--- config.mk ---
export PLATFORM = sky130hd
export DESIGN_NAME = keypad_debounce_led_buzzer_timers_unit
export DESIGN_NICKNAME = d
export VERILOG_FILES = /design/src/design/kpd_pkg.sv /design/src/design/keypad_debounce_led_buzzer_timers_unit.sv
export SDC_FILE = /design/constraint.sdc
export NUM_CORES = 1
export LEC_CHECK = 0
export BUFFER_PORTS_ARGS = -buffer_cell sky130_fd_sc_hd__buf_2
export CAP_MARGIN = 15
export CORE_ASPECT_RATIO = 1.2
export CORE_UTILIZATION = 40
export CTS_BUF_LIST = sky130_fd_sc_hd__clkbuf_4 sky130_fd_sc_hd__clkbuf_8 sky130_fd_sc_hd__clkbuf_16
export CTS_CLUSTER_DIAMETER = 30
export DETAILED_ROUTE_END_ITERATION = 10
export GPL_ROUTABILITY_DRIVEN = 0
export GPL_TIMING_DRIVEN = 0
export PLACE_DENSITY = 0.59
export SETUP_SLACK_MARGIN = 0.5
export SLEW_MARGIN = 10
export SYNTH_ARGS = -nofsm -noshare
export SYNTH_HDL_FRONTEND = slang
export SYNTH_SLANG_ARGS = --single-unit
--- constraint.sdc ---
create_clock -name clk -period 5.4 [get_ports clk]
set_input_delay 1.35 -clock clk [delete_from_list [all_inputs] [get_ports clk]]
set_output_delay 1.35 -clock clk [all_outputs]
set_load 0.005 [all_outputs]
--- src/design/kpd_pkg.sv ---
// Shared types and constants for the keypad debouncer with buzzer and LED timers.
// Holds the request and response beat structs, key patterns and register codes.
// Depends on nothing.
`default_nettype none

package kpd_pkg;

	localparam int unsigned NUM_LEDS_DEF = 4;
	localparam int unsigned KEY_COUNT    = 12;
	localparam int unsigned CNT_W        = 8;
	localparam int unsigned TICKS_W      = 16;
	localparam int unsigned CFG_IDX_W    = 2;
	localparam int unsigned CFG_DATA_W   = 16;

	// Bit 3 of the keypad port always reads high.
	localparam logic [7:0] STUCK_BIT = 8'h08;

	// Threshold of all ones is clamped so the parked value still fits.
	localparam logic [CNT_W-1:0] THR_MAX = 8'd254;

	localparam logic [CNT_W-1:0]   DEBOUNCE_RST = 8'd40;
	localparam logic [TICKS_W-1:0] BEEP_DEF_RST = 16'd500;
	localparam logic [TICKS_W-1:0] BEEP_M1_RST  = 16'd100;
	localparam logic [TICKS_W-1:0] BEEP_M2_RST  = 16'd25;

	typedef logic [7:0] key_pat_t;
	typedef key_pat_t key_pat_tbl_t [KEY_COUNT];

	// Row/column levels per key: 1..9, *, 0, #
	localparam key_pat_tbl_t KEY_PATTERN = '{
		8'hED, 8'hEB, 8'hAF, 8'h7D, 8'h7B, 8'h3F,
		8'hDD, 8'hDB, 8'h9F, 8'hFC, 8'hFA, 8'hBE
	};

	// Request kinds
	localparam logic [1:0] REQ_TICK = 2'd0;
	localparam logic [1:0] REQ_BEEP = 2'd1;
	localparam logic [1:0] REQ_LED  = 2'd2;

	// Beep length selects
	localparam logic [1:0] BEEP_DEFAULT = 2'd0;
	localparam logic [1:0] BEEP_MEDIUM  = 2'd1;
	localparam logic [1:0] BEEP_SHORT   = 2'd2;

	// Configuration register indexes
	localparam logic [CFG_IDX_W-1:0] REG_DEBOUNCE  = 2'd0;
	localparam logic [CFG_IDX_W-1:0] REG_BEEP_DEF  = 2'd1;
	localparam logic [CFG_IDX_W-1:0] REG_BEEP_M1   = 2'd2;
	localparam logic [CFG_IDX_W-1:0] REG_BEEP_M2   = 2'd3;

	typedef struct packed {
		logic [1:0]         req_type;
		logic [7:0]         keypad_sample;
		logic [1:0]         beep_mode;
		logic [1:0]         led_index;
		logic [TICKS_W-1:0] led_ticks;
	} req_t;

	typedef struct packed {
		logic       key_valid;
		logic [3:0] key_code;
		logic [3:0] led_lines;
		logic       buzzer_on;
	} rsp_t;

endpackage

`default_nettype wire

--- src/design/keypad_debounce_led_buzzer_timers_unit.sv ---
// Top level of the keypad debouncer with buzzer and LED timers.
// Uses kpd_pkg for beat structs, key patterns and register codes.
`default_nettype none

// Path: a request beat goes from the port or the skid into the stage-1 register, then into
//   the response register; a stall holds it in the skid or in stage 1.
// Throughput: one beat per cycle while rsp_stall is low; the state update and the response
//   register load happen at the same clock edge. req_stall comes from the skid register alone.
// Reset: arst_n clears all match counters, timers and levels, empties the pipeline and
//   loads the configuration registers with their defaults (40, 500, 100, 25).
module keypad_debounce_led_buzzer_timers_unit #(
	parameter int unsigned NUM_LEDS = kpd_pkg::NUM_LEDS_DEF
) (
	input  wire logic                               clk,
	input  wire logic                               arst_n,
	// request channel
	input  wire logic                               req_valid,
	output logic                                    req_stall,
	input  wire kpd_pkg::req_t                      req,
	// response channel
	output logic                                    rsp_valid,
	input  wire logic                               rsp_stall,
	output kpd_pkg::rsp_t                           rsp,
	// configuration write port
	input  wire logic                               cfg_we,
	input  wire logic [kpd_pkg::CFG_IDX_W-1:0]      cfg_index,
	input  wire logic [kpd_pkg::CFG_DATA_W-1:0]     cfg_wdata
);
	import kpd_pkg::*;

	// Only the low LEDs reach the output lines.
	localparam int unsigned LINE_W = (NUM_LEDS < 4) ? NUM_LEDS : 4;

	// ------------------------------------------------------------------
	// Configuration registers
	// ------------------------------------------------------------------
	logic [CNT_W-1:0]   debounce_q;
	logic [TICKS_W-1:0] beep_def_q;
	logic [TICKS_W-1:0] beep_m1_q;
	logic [TICKS_W-1:0] beep_m2_q;

	always_ff @(posedge clk or negedge arst_n) begin
		if (!arst_n) begin
			debounce_q <= DEBOUNCE_RST;
			beep_def_q <= BEEP_DEF_RST;
			beep_m1_q  <= BEEP_M1_RST;
			beep_m2_q  <= BEEP_M2_RST;
		end else if (cfg_we) begin
			case (cfg_index)
				REG_DEBOUNCE: debounce_q <= cfg_wdata[CNT_W-1:0];
				REG_BEEP_DEF: beep_def_q <= cfg_wdata;
				REG_BEEP_M1:  beep_m1_q  <= cfg_wdata;
				REG_BEEP_M2:  beep_m2_q  <= cfg_wdata;
				default: ;
			endcase
		end
	end

	// ------------------------------------------------------------------
	// Input side: skid register and stage-1 register
	// ------------------------------------------------------------------
	logic req_acc;
	logic skid_valid_q;
	req_t skid_q;
	logic valid_s1;
	req_t item_s1;
	logic out_valid_q;
	rsp_t rsp_q;
	rsp_t rsp_n;
	logic fire;
	logic s1_load;

	// Stage 1 retires when the response register is free or draining this cycle.
	assign fire      = valid_s1 && (!out_valid_q || !rsp_stall);
	assign s1_load   = !valid_s1 || fire;
	// Stall only once the skid holds a beat, so stall never depends on rsp_stall.
	assign req_stall = skid_valid_q;
	assign req_acc   = req_valid && !req_stall;

	always_ff @(posedge clk or negedge arst_n) begin
		if (!arst_n) begin
			valid_s1     <= 1'b0;
			skid_valid_q <= 1'b0;
			out_valid_q  <= 1'b0;
		end else begin
			if (s1_load)
				valid_s1 <= skid_valid_q || req_acc;
			// Park a beat in the skid when stage 1 is blocked; drain it first.
			if (skid_valid_q && s1_load)
				skid_valid_q <= 1'b0;
			else if (req_acc && !s1_load)
				skid_valid_q <= 1'b1;
			if (fire)
				out_valid_q <= 1'b1;
			else if (!rsp_stall)
				out_valid_q <= 1'b0;
		end
	end

	always_ff @(posedge clk) begin
		if (s1_load)
			item_s1 <= skid_valid_q ? skid_q : req;
		if (req_acc && !s1_load)
			skid_q <= req;
		if (fire)
			rsp_q <= rsp_n;
	end

	// ------------------------------------------------------------------
	// Block state
	// ------------------------------------------------------------------
	logic [CNT_W-1:0]   key_cnt_q [KEY_COUNT];
	logic [TICKS_W-1:0] beep_rem_q;
	logic               buzzer_q;
	logic [TICKS_W-1:0] led_rem_q [NUM_LEDS];
	logic [NUM_LEDS-1:0] led_lvl_q;

	logic [CNT_W-1:0]   key_cnt_n [KEY_COUNT];
	logic [TICKS_W-1:0] beep_rem_n;
	logic               buzzer_n;
	logic [TICKS_W-1:0] led_rem_n [NUM_LEDS];
	logic [NUM_LEDS-1:0] led_lvl_n;

	logic [CNT_W-1:0] thr;
	logic [7:0]       sample;
	logic             hit;
	logic [3:0]       hit_code;

	// Single pass over one beat: timers count down, keys compare, commands load.
	always_comb begin
		logic [CNT_W-1:0] cnt_inc;
		thr        = (debounce_q > THR_MAX) ? THR_MAX : debounce_q;
		sample     = item_s1.keypad_sample | STUCK_BIT;
		beep_rem_n = beep_rem_q;
		buzzer_n   = buzzer_q;
		led_lvl_n  = led_lvl_q;
		hit        = 1'b0;
		hit_code   = 4'd0;
		cnt_inc    = '0;
		for (int k = 0; k < KEY_COUNT; k++)
			key_cnt_n[k] = key_cnt_q[k];
		for (int l = 0; l < NUM_LEDS; l++)
			led_rem_n[l] = led_rem_q[l];

		case (item_s1.req_type)
			REQ_TICK: begin
				// Count down; switch off on the step from one to zero.
				if (beep_rem_q != '0) begin
					beep_rem_n = beep_rem_q - 1'b1;
					if (beep_rem_q == TICKS_W'(1))
						buzzer_n = 1'b0;
				end
				for (int l = 0; l < NUM_LEDS; l++) begin
					if (led_rem_q[l] != '0) begin
						led_rem_n[l] = led_rem_q[l] - 1'b1;
						if (led_rem_q[l] == TICKS_W'(1))
							led_lvl_n[l] = 1'b0;
					end
				end
				// Climb on match, clear otherwise; report once, then park above threshold.
				for (int k = 0; k < KEY_COUNT; k++) begin
					if (sample == KEY_PATTERN[k]) begin
						cnt_inc = (key_cnt_q[k] < thr) ? key_cnt_q[k] + 1'b1 : key_cnt_q[k];
						key_cnt_n[k] = cnt_inc;
						if (cnt_inc == thr && !hit) begin
							hit          = 1'b1;
							hit_code     = 4'(k);
							key_cnt_n[k] = thr + 1'b1;
						end
					end else begin
						key_cnt_n[k] = '0;
					end
				end
			end
			REQ_BEEP: begin
				case (item_s1.beep_mode)
					BEEP_MEDIUM: beep_rem_n = beep_m1_q;
					BEEP_SHORT:  beep_rem_n = beep_m2_q;
					default:     beep_rem_n = beep_def_q;
				endcase
				buzzer_n = 1'b1;
			end
			REQ_LED: begin
				// An index at or above the LED count matches no lane and is dropped.
				for (int l = 0; l < NUM_LEDS; l++) begin
					if (int'(item_s1.led_index) == l) begin
						led_rem_n[l] = item_s1.led_ticks;
						led_lvl_n[l] = 1'b1;
					end
				end
			end
			default: ;
		endcase

		rsp_n.key_valid = hit;
		rsp_n.key_code  = hit_code;
		rsp_n.led_lines = 4'(led_lvl_n[LINE_W-1:0]);
		rsp_n.buzzer_on = buzzer_n;
	end

	// Commit the new state together with the response beat.
	always_ff @(posedge clk or negedge arst_n) begin
		if (!arst_n) begin
			for (int k = 0; k < KEY_COUNT; k++)
				key_cnt_q[k] <= '0;
			for (int l = 0; l < NUM_LEDS; l++)
				led_rem_q[l] <= '0;
			beep_rem_q <= '0;
			buzzer_q   <= 1'b0;
			led_lvl_q  <= '0;
		end else if (fire) begin
			for (int k = 0; k < KEY_COUNT; k++)
				key_cnt_q[k] <= key_cnt_n[k];
			for (int l = 0; l < NUM_LEDS; l++)
				led_rem_q[l] <= led_rem_n[l];
			beep_rem_q <= beep_rem_n;
			buzzer_q   <= buzzer_n;
			led_lvl_q  <= led_lvl_n;
		end
	end

	assign rsp_valid = out_valid_q;
	assign rsp       = rsp_q;

	// ------------------------------------------------------------------
	// Assertions
	// ------------------------------------------------------------------
	// A beat waits in the skid only behind a blocked stage 1.
	a_skid_behind_s1: assert property (@(posedge clk) disable iff (!arst_n)
		skid_valid_q |-> valid_s1)
		else $error("skid holds a beat while stage 1 is empty");

	// A running buzzer timer always means the buzzer is driven.
	a_beep_timer_level: assert property (@(posedge clk) disable iff (!arst_n)
		(beep_rem_q != '0) |-> buzzer_q)
		else $error("buzzer timer running with buzzer off");

	// A reported key carries a legal code; a beat without a report carries code zero.
	a_key_code_range: assert property (@(posedge clk) disable iff (!arst_n)
		rsp_valid |-> (rsp.key_valid ? (rsp.key_code < 4'(KEY_COUNT)) : (rsp.key_code == 4'd0)))
		else $error("key code out of range");

	// A stalled response beat stays valid and unchanged.
	a_out_load: assert property (@(posedge clk) disable iff (!arst_n)
		(rsp_valid && rsp_stall) |=> (rsp_valid && $stable(rsp)))
		else $error("stalled response beat changed");

endmodule

`default_nettype wire

==> impl_metrics.py, run 1 <==
metrics = {
    "clock_network": {
        "clk_pin_slew_ps": 50,
        "worstSkewPairLatency_ps": 630,
        "cts-root-buf": "clkbuf_16",
        "cts-buffers-inserted": 78,
        "cts.sinks": 308,
        "htree_num_levels": 3,
        "clock_path_buffers": 3,
        "cts_tree": "built",
    },
    "finish": {
        "seq_area_mm2": 0.008065,
        "fill_cells": 5183,
        "postLayoutCellArea_mm2": 0.02770,
        "instances_no_fill": 3594,
        "multi_input_area_mm2": 0.01385,
        "drive_gt1_share_pct": 18.18,
        "finalNetCount": 2957,
        "syn2layout_area_growth_pct": 22.89,
    },
    "worst_setup_path": {
        "crit_path_end": "key_cnt_q[12]",
        "path_delay_family": "buffers and inverters",
        "cp-start-kind": "flop",
        "r2r_start": "debounce_q[5]",
        "cp.depth": 10,
        "r2r_cells": 10,
        "endpoint_kind": "flop",
        "timing.critical_path.buf_inv": 3,
        "r2r_end": "key_cnt_q[12]",
        "rrSetupSlack_ps": 490,
        "crit_chain": "nand4_2 > o21ai_4 > inv_2 > buf_2 > ha_1 > nand3_1 > xnor2_1 > clkbuf_1 > nand2_1 > o311ai_0",
        "crit_start": "debounce_q[5]",
        "cpPeakStageDelay_ps": 1000,
        "critPathSlowestCell": "clkbuf_1",
        "crit_arrival_ps": 5380,
        "cp_data_required_time_ps": 5870,
        "critPathMaxFanout": 10,
        "crit_type": "reg -> reg",
    },
    "detailed_routing": {
        "vias": 22580,
        "vias_per_cell": 6.282,
        "ant_nets": 0,
        "drt-pass1-iter-count": 6,
        "drt_iter0_drc": 2612,
        "drt-total-wl_um": 81040,
        "routedWlPerCell_um": 22.55,
        "remaining_drc_errors": 0,
    },
    "synth": {
        "syn_inst": 2598,
        "synth_edf_count": 68,
        "synth.most_common_cell": "o21ai_0",
        "synth-seq-cells": 308,
        "synth_area_mm2": 0.02254,
        "synth_top_area_share_pct": 25.09,
        "synth_area_leaders": "dfrtp_1 (25%), edfxtp_1 (9.1%), o21ai_0 (5.5%)",
        "yosys_warnings": 0,
        "yosysTopAreaCell": "dfrtp_1",
        "ys_top_cells_by_count": "o21ai_0 (248), nand2_1 (239), dfrtp_1 (226)",
        "synthDistinctLibCells": 118,
        "synth-seq-area-share_pct": 35.78,
        "ys.flop_type": "dfrtp_1",
        "async_flop_share_pct": 77.92,
        "syn_avg_cell_area_um2": 8.677,
        "syn-num-nets": 2748,
    },
    "grt": {
        "antenna_found_initial": 1,
        "grt_use_met2_pct": 43.86,
        "grt_max_degree": 75,
        "grt_overflow": 0,
        "grt_pass1_vias": 21840,
        "use_met3_pct": 6.215,
        "use_met1_pct": 35.03,
        "busiest_layer": "met2",
        "grt_use_total_pct": 28.30,
        "grt_pass1_wl_um": 125100,
    },
    "placement": {
        "post-place-cells": 3396,
        "placed_area_mm2": 0.02410,
        "hpwlAfterDp_um": 55730,
        "io_buffers": 63,
    },
    "outcome": {
        "run_status": "finished clean",
    },
    "timing": {
        "final-setup-viol-count": 0,
        "fmax_mhz": 203.8,
        "tightest_slew_ps": 1324,
        "hold_viol_final": 0,
        "rsz0062_at_grt": "false",
        "period_minus_slack_ps": 4907,
        "fin_skew_ps": 39.21,
        "maxSlewHeadroom_pct": 11.76,
        "maxSlewViolCount": 0,
        "finalCritPeriodShare_pct": 90.87,
    },
    "worst_hold_path": {
        "min_path_type": "reg -> reg",
    },
    "die": {
        "die_area_mm2": 0.05732,
        "io-pin-count": 65,
        "initial_core_util_pct": 40.78,
        "rows": 94,
        "chipHeight_um": 262.1,
        "design.core.area_mm2": 0.05528,
        "die_x_um": 218.7,
    },
    "pwr": {
        "max-vdd-ir-drop_mv": 0.3029,
        "power_density_mw_per_mm2": 401.0,
        "p_leak_uw": 0.01120,
    },
    "job": {
        "cap_violations": 0,
    },
}
## worst reg2reg max path: stages, from the launching register on
cell      delay [ps]
dfstp_2          670
nand4_2          260
o21ai_4          700
inv_2            370
buf_2            350
ha_1             280
nand3_1          170
xnor2_1          180
clkbuf_1        1010
nand2_1          370
o311ai_0         400
## layout make-up
type	instances	share of cell area, %
clock inverter	53	2.836
clock buffer	92	7.560
tap	720	3.252
timing repair buffer	129	3.559
sequential	308	29.11
multi-input combinational	2067	49.99
buffer	138	2.439
inverter	85	1.237
antenna	2	0.01807
## power breakdown
part           internal [uW]  switching (uW)  total (uW)
combinational           1000            1780        2780
clock                   3450            1620        5070
sequential              2860             398        3260
total                   7310            3790       11100
## layout by cell type, fill, tap and decap left out, types with 24 or more instances in the layout
cell       count
or3_1         28
mux2_2        92
ha_1          97
edfxtp_1      68
nand4_1       25
nor2_1       221
nor4_1        41
a31oi_1       48
xnor2_1       79
buf_4         56
buf_2         83
nor3_1        81
o21ai_0      246
mux2i_1       39
inv_1         77
clkbuf_1      89
a21oi_1      181
nand2b_1      24
xor2_1        51
nand3_1       67
clkbuf_16     78
and3_1        25
dfrtp_1      226
nand2_1      239
a22oi_1       28
o22ai_1       54
## through the flow
| step | total power (uW) | TNS [ps] | setup slack (ps) | util (%) | hold WS (ps) |
|---|---|---|---|---|---|
| global route | 11600 | 0 | 461.6 | 50.11 | 513.4 |
| finish | 11110 | 0 | 492.9 | 50.12 | 493.8 |
| global placement | 5722 | -492960 | -1784 | 42.99 | 467.6 |
| detailed placement | 5866 | -79690 | -1400 | 43.60 | 481.9 |
| floorplan | 4899 | 0 | 935.1 | - | 449.3 |
| CTS | 11060 | 0 | 524.0 | 49.49 | 492.6 |
## layer usage
metal,vias to the layer above,wire length (um)
met5,-,0
met4,0,5821
met3,345,7726
met2,1171,36050
met1,10860,31440
li1,10200,-
## kinds of logic (layout without fill, tap and decap cells)
logic type / Yosys count / after routing / share of synthesized area [%]
XOR/XNOR: 133 / 133 / 5.167
buffers and inverters: 223 / 497 / 4.124
multiplexers: 135 / 135 / 6.521
adder cells (fa/ha/maj): 97 / 97 / 5.383
flip-flops: 308 / 308 / 35.78
other: 0 / 2 / 0
AO/OA/AOI/OAI: 801 / 801 / 22.85
AND/OR/NAND/NOR: 901 / 901 / 20.18
## registers in the layout, summed over array words and instances, names as in the netlist
| name | cells |
|---|---|
| beep_rem_q | 16 |
| beep_def_q | 16 |
| buzzer_q | 1 |
| req_stall | 1 |
| skid_q | 29 |
| led_rem_q | 64 |
| beep_m2_q | 16 |
| valid_s1 | 1 |
| key_cnt_q | 96 |
| rsp_valid | 1 |
| beep_m1_q | 16 |
| led_lvl_q | 4 |
| rsp | 10 |
| item_s1 | 29 |
| debounce_q | 8 |
## worst min-delay path by stage
stage	from	to	slack, ps	cells past startpoint
2_1_floorplan	led_rem_q[43]	led_rem_q[43]	450	2
3_3_place_gp	valid_s1	rsp_valid	470	1
3_5_place_dp	led_rem_q[43]	led_rem_q[43]	480	2
4_1_cts	led_rem_q[43]	led_rem_q[43]	490	2
5_1_grt	beep_m1_q[7]	beep_m1_q[7]	510	1
6_report	beep_rem_q[12]	beep_rem_q[12]	490	2
## timing repair
action                                  in CTS  in global routing
hold endpoints to repair                     0                  0
hold buffers                                 0                  0
buffers inserted                            27                 23
gates cloned                                 0                  0
pin swaps                                    4                 14
endpoints found under the setup margin     101                 69
gates resized for setup                     50                 30
(Power assumes the default switching activity.)
==> run 2: changes to the inputs <==
- BUFFER_PORTS_ARGS: -buffer_cell sky130_fd_sc_hd__buf_2 -> unset
- CORE_MARGIN: unset -> 1
- DONT_BUFFER_PORTS: unset -> 1
- PLACE_DENSITY: 0.59 -> 0.58
- SLEW_MARGIN: 10 -> 20
==> run 2 against run 1 <==
Worst setup slack better by 74 ps. Power is 1.1% lower. Critical path type unchanged. Die area stayed put. Largest power group unchanged. Global-route usage is 0.25 points lower. Clock skew is 16 ps lower. Combinational power decreased by 4%. Critical endpoint is now key_cnt_q[13]. Non-clock buffer count fell by 85.
==> impl_metrics.py, run 2 (same netlist as run 1, synthesis figures left out) <==
metrics = {
    "grt": {
        "grt_pass1_vias": 21730,
        "grt_use_total_pct": 28.05,
        "grt_pass1_wl_um": 124200,
        "grt_overflow": 0,
        "antenna_found_initial": 1,
        "grt_max_degree": 241,
    },
    "placement": {
        "io_buffers": 0,
        "hpwlAfterDp_um": 54440,
        "pre_cts_ws_ps": -1297,
    },
    "timing": {
        "fin_ws_ps": 567.1,
        "finalCritPeriodShare_pct": 89.50,
        "maxSlewViolCount": 0,
        "fin_skew_ps": 23.01,
        "hold_viol_final": 0,
        "maxSlewHeadroom_pct": 21.63,
        "final-setup-viol-count": 0,
        "setup_tns_ps": 0,
        "rsz0062_at_grt": "true",
        "fmax_mhz": 206.9,
        "period_minus_slack_ps": 4833,
        "tightest_slew_ps": 1176,
    },
    "pwr": {
        "combPwrFrac_pct": 24.2,
        "p_leak_uw": 0.01082,
        "sw_frac_of_total_pct": 33.76,
        "power.total_uw": 10990,
        "p_int_uw": 7279,
        "max-vdd-ir-drop_mv": 0.3231,
        "power_density_mw_per_mm2": 404.8,
        "pwr-share-seq_pct": 29.8,
        "pwr-share-clk_pct": 46.0,
        "p_sw_uw": 3709,
    },
    "worst_setup_path": {
        "endpoint_kind": "flop",
        "crit_arrival_ps": 5330,
        "crit_type": "reg -> reg",
        "cp-start-kind": "flop",
        "timing.critical_path.buf_inv": 5,
        "critPathSlowestCell": "a311oi_2",
        "critPathMaxFanout": 10,
        "cpPeakStageDelay_ps": 390,
        "crit_path_frequent_cell": "buf_6",
        "path_delay_family": "compound AO/OA/AOI/OAI gates",
        "cp_data_required_time_ps": 5900,
        "crit_chain": "buf_6 > buf_6 > clkinvlp_4 > buf_12 > ha_1 > or3_1 > a311oi_2 > a211oi_4 > o31a_2 > o21ai_0 > nor4_4 > a41oi_1 > o221a_2 > nand4_1 > buf_4 > a21boi_0 > or2_2",
        "rrSetupSlack_ps": 570,
    },
    "detailed_routing": {
        "drt_iter0_drc": 2379,
        "wl_met2_um": 37610,
        "ant_nets": 0,
        "wl_met3_um": 6987,
        "wl_met1_um": 31060,
        "vias": 22090,
        "dr.max_layer_used": "met4",
        "drt-total-wl_um": 80440,
        "routedWlPerCell_um": 22.87,
        "remaining_drc_errors": 0,
        "drt-pass1-iter-count": 8,
        "vias_per_cell": 6.280,
    },
    "clock_network": {
        "htree_num_levels": 3,
        "clk_pin_slew_ps": 50,
        "cts_tree": "built",
        "cts-root-buf": "clkbuf_16",
        "clock_path_buffers": 3,
        "cts.sinks": 308,
        "worstSkewPairLatency_ps": 630,
        "cts-buffers-inserted": 82,
    },
    "outcome": {
        "run_status": "finished clean",
    },
    "finish": {
        "reg.largest.list": "key_cnt_q (96), led_rem_q (64)",
        "syn2layout_area_growth_pct": 20.42,
        "regMostFlops": "key_cnt_q",
        "mostFrequentLayoutCell": "o21ai_0",
        "final_util_pct": 49.11,
        "drive_gt1_share_pct": 16.03,
        "final_cell_mix": "o21ai_0 (247), nand2_1 (239), dfrtp_1 (226)",
        "finalNetCount": 2876,
        "largest_register_ff_count": 96,
        "fill_cells": 5229,
    },
    "job": {
        "cap_violations": 0,
    },
    "worst_hold_path": {
        "min_path_type": "in -> async",
    },
    "die": {
        "die_x_um": 218.7,
        "rows": 94,
        "design.core.area_mm2": 0.05528,
        "initial_core_util_pct": 40.78,
        "die_area_mm2": 0.05732,
        "io-pin-count": 65,
        "chipHeight_um": 262.1,
    },
}
[run 2: layer usage]
metal  global-route usage, %  vias up
li1                        -    10020
met1                   33.63    10760
met2                   45.63     1027
met3                   6.458      279
met4                   17.25        0
met5                       0        -
[run 2: power by group through the flow]
stage,registers [uW],logic (uW),clock network (uW)
floorplan,3160,1740,0
global placement,3260,2390,0
detailed placement,3280,2480,0
CTS,3260,2550,5120
global route,3340,2890,5230
finish,3270,2660,5050
[run 2: worst reg2reg max path, stage by stage, from the launching register on]
cell,delay (ps)
dfrtp_1,370
buf_6,220
buf_6,250
clkinvlp_4,180
buf_12,180
ha_1,310
or3_1,370
a311oi_2,390
a211oi_4,120
o31a_2,380
o21ai_0,350
nor4_4,80
a41oi_1,360
o221a_2,280
nand4_1,240
buf_4,240
a21boi_0,110
or2_2,290
[run 2: repair_timing]
item,CTS,global route
pin swaps,3,11
setup buffers,20,15
hold buffers,0,0
setup endpoints to repair,101,75
resized for setup,35,40
[run 2: worst paths after layout]
kind | from | endpoint | depth (start not counted)
worst max-delay path | debounce_q[1] | key_cnt_q[13] | 17
worst min-delay path | arst_n | key_cnt_q[67] | 0
worst max register to register | debounce_q[1] | key_cnt_q[13] | 17
worst min register to register | led_rem_q[46] | led_rem_q[46] | 2
max in group asynchronous | arst_n | key_cnt_q[83] | 0
min in group clk | led_rem_q[46] | led_rem_q[46] | 2
[run 2: through the flow]
| step | instances | instance area (um2) | hold WS [ps] |
|---|---|---|---|
| 2_1_floorplan | 2598 | 22550 | 449.3 |
| 3_3_place_gp | 3318 | 23450 | 474.4 |
| 3_5_place_dp | 3326 | 23620 | 478.5 |
| 4_1_cts | 3499 | 26820 | 419.3 |
| 5_1_grt | 3515 | 27140 | 417.2 |
| 6_report | 3517 | 27150 | 440.0 |
[run 2: layout make-up]
cell class,instances,area (um2),area share (%)
clock inverters,47,574.3,2.115
multi-input cells,2067,13830,50.93
clock buffers,106,2349,8.651
inverters,85,347.8,1.281
well taps,720,900.9,3.318
diodes,2,5.005,0.01844
flip-flops and latches,308,8065,29.71
plain buffers,138,671.9,2.475
repair buffers,44,407.9,1.503
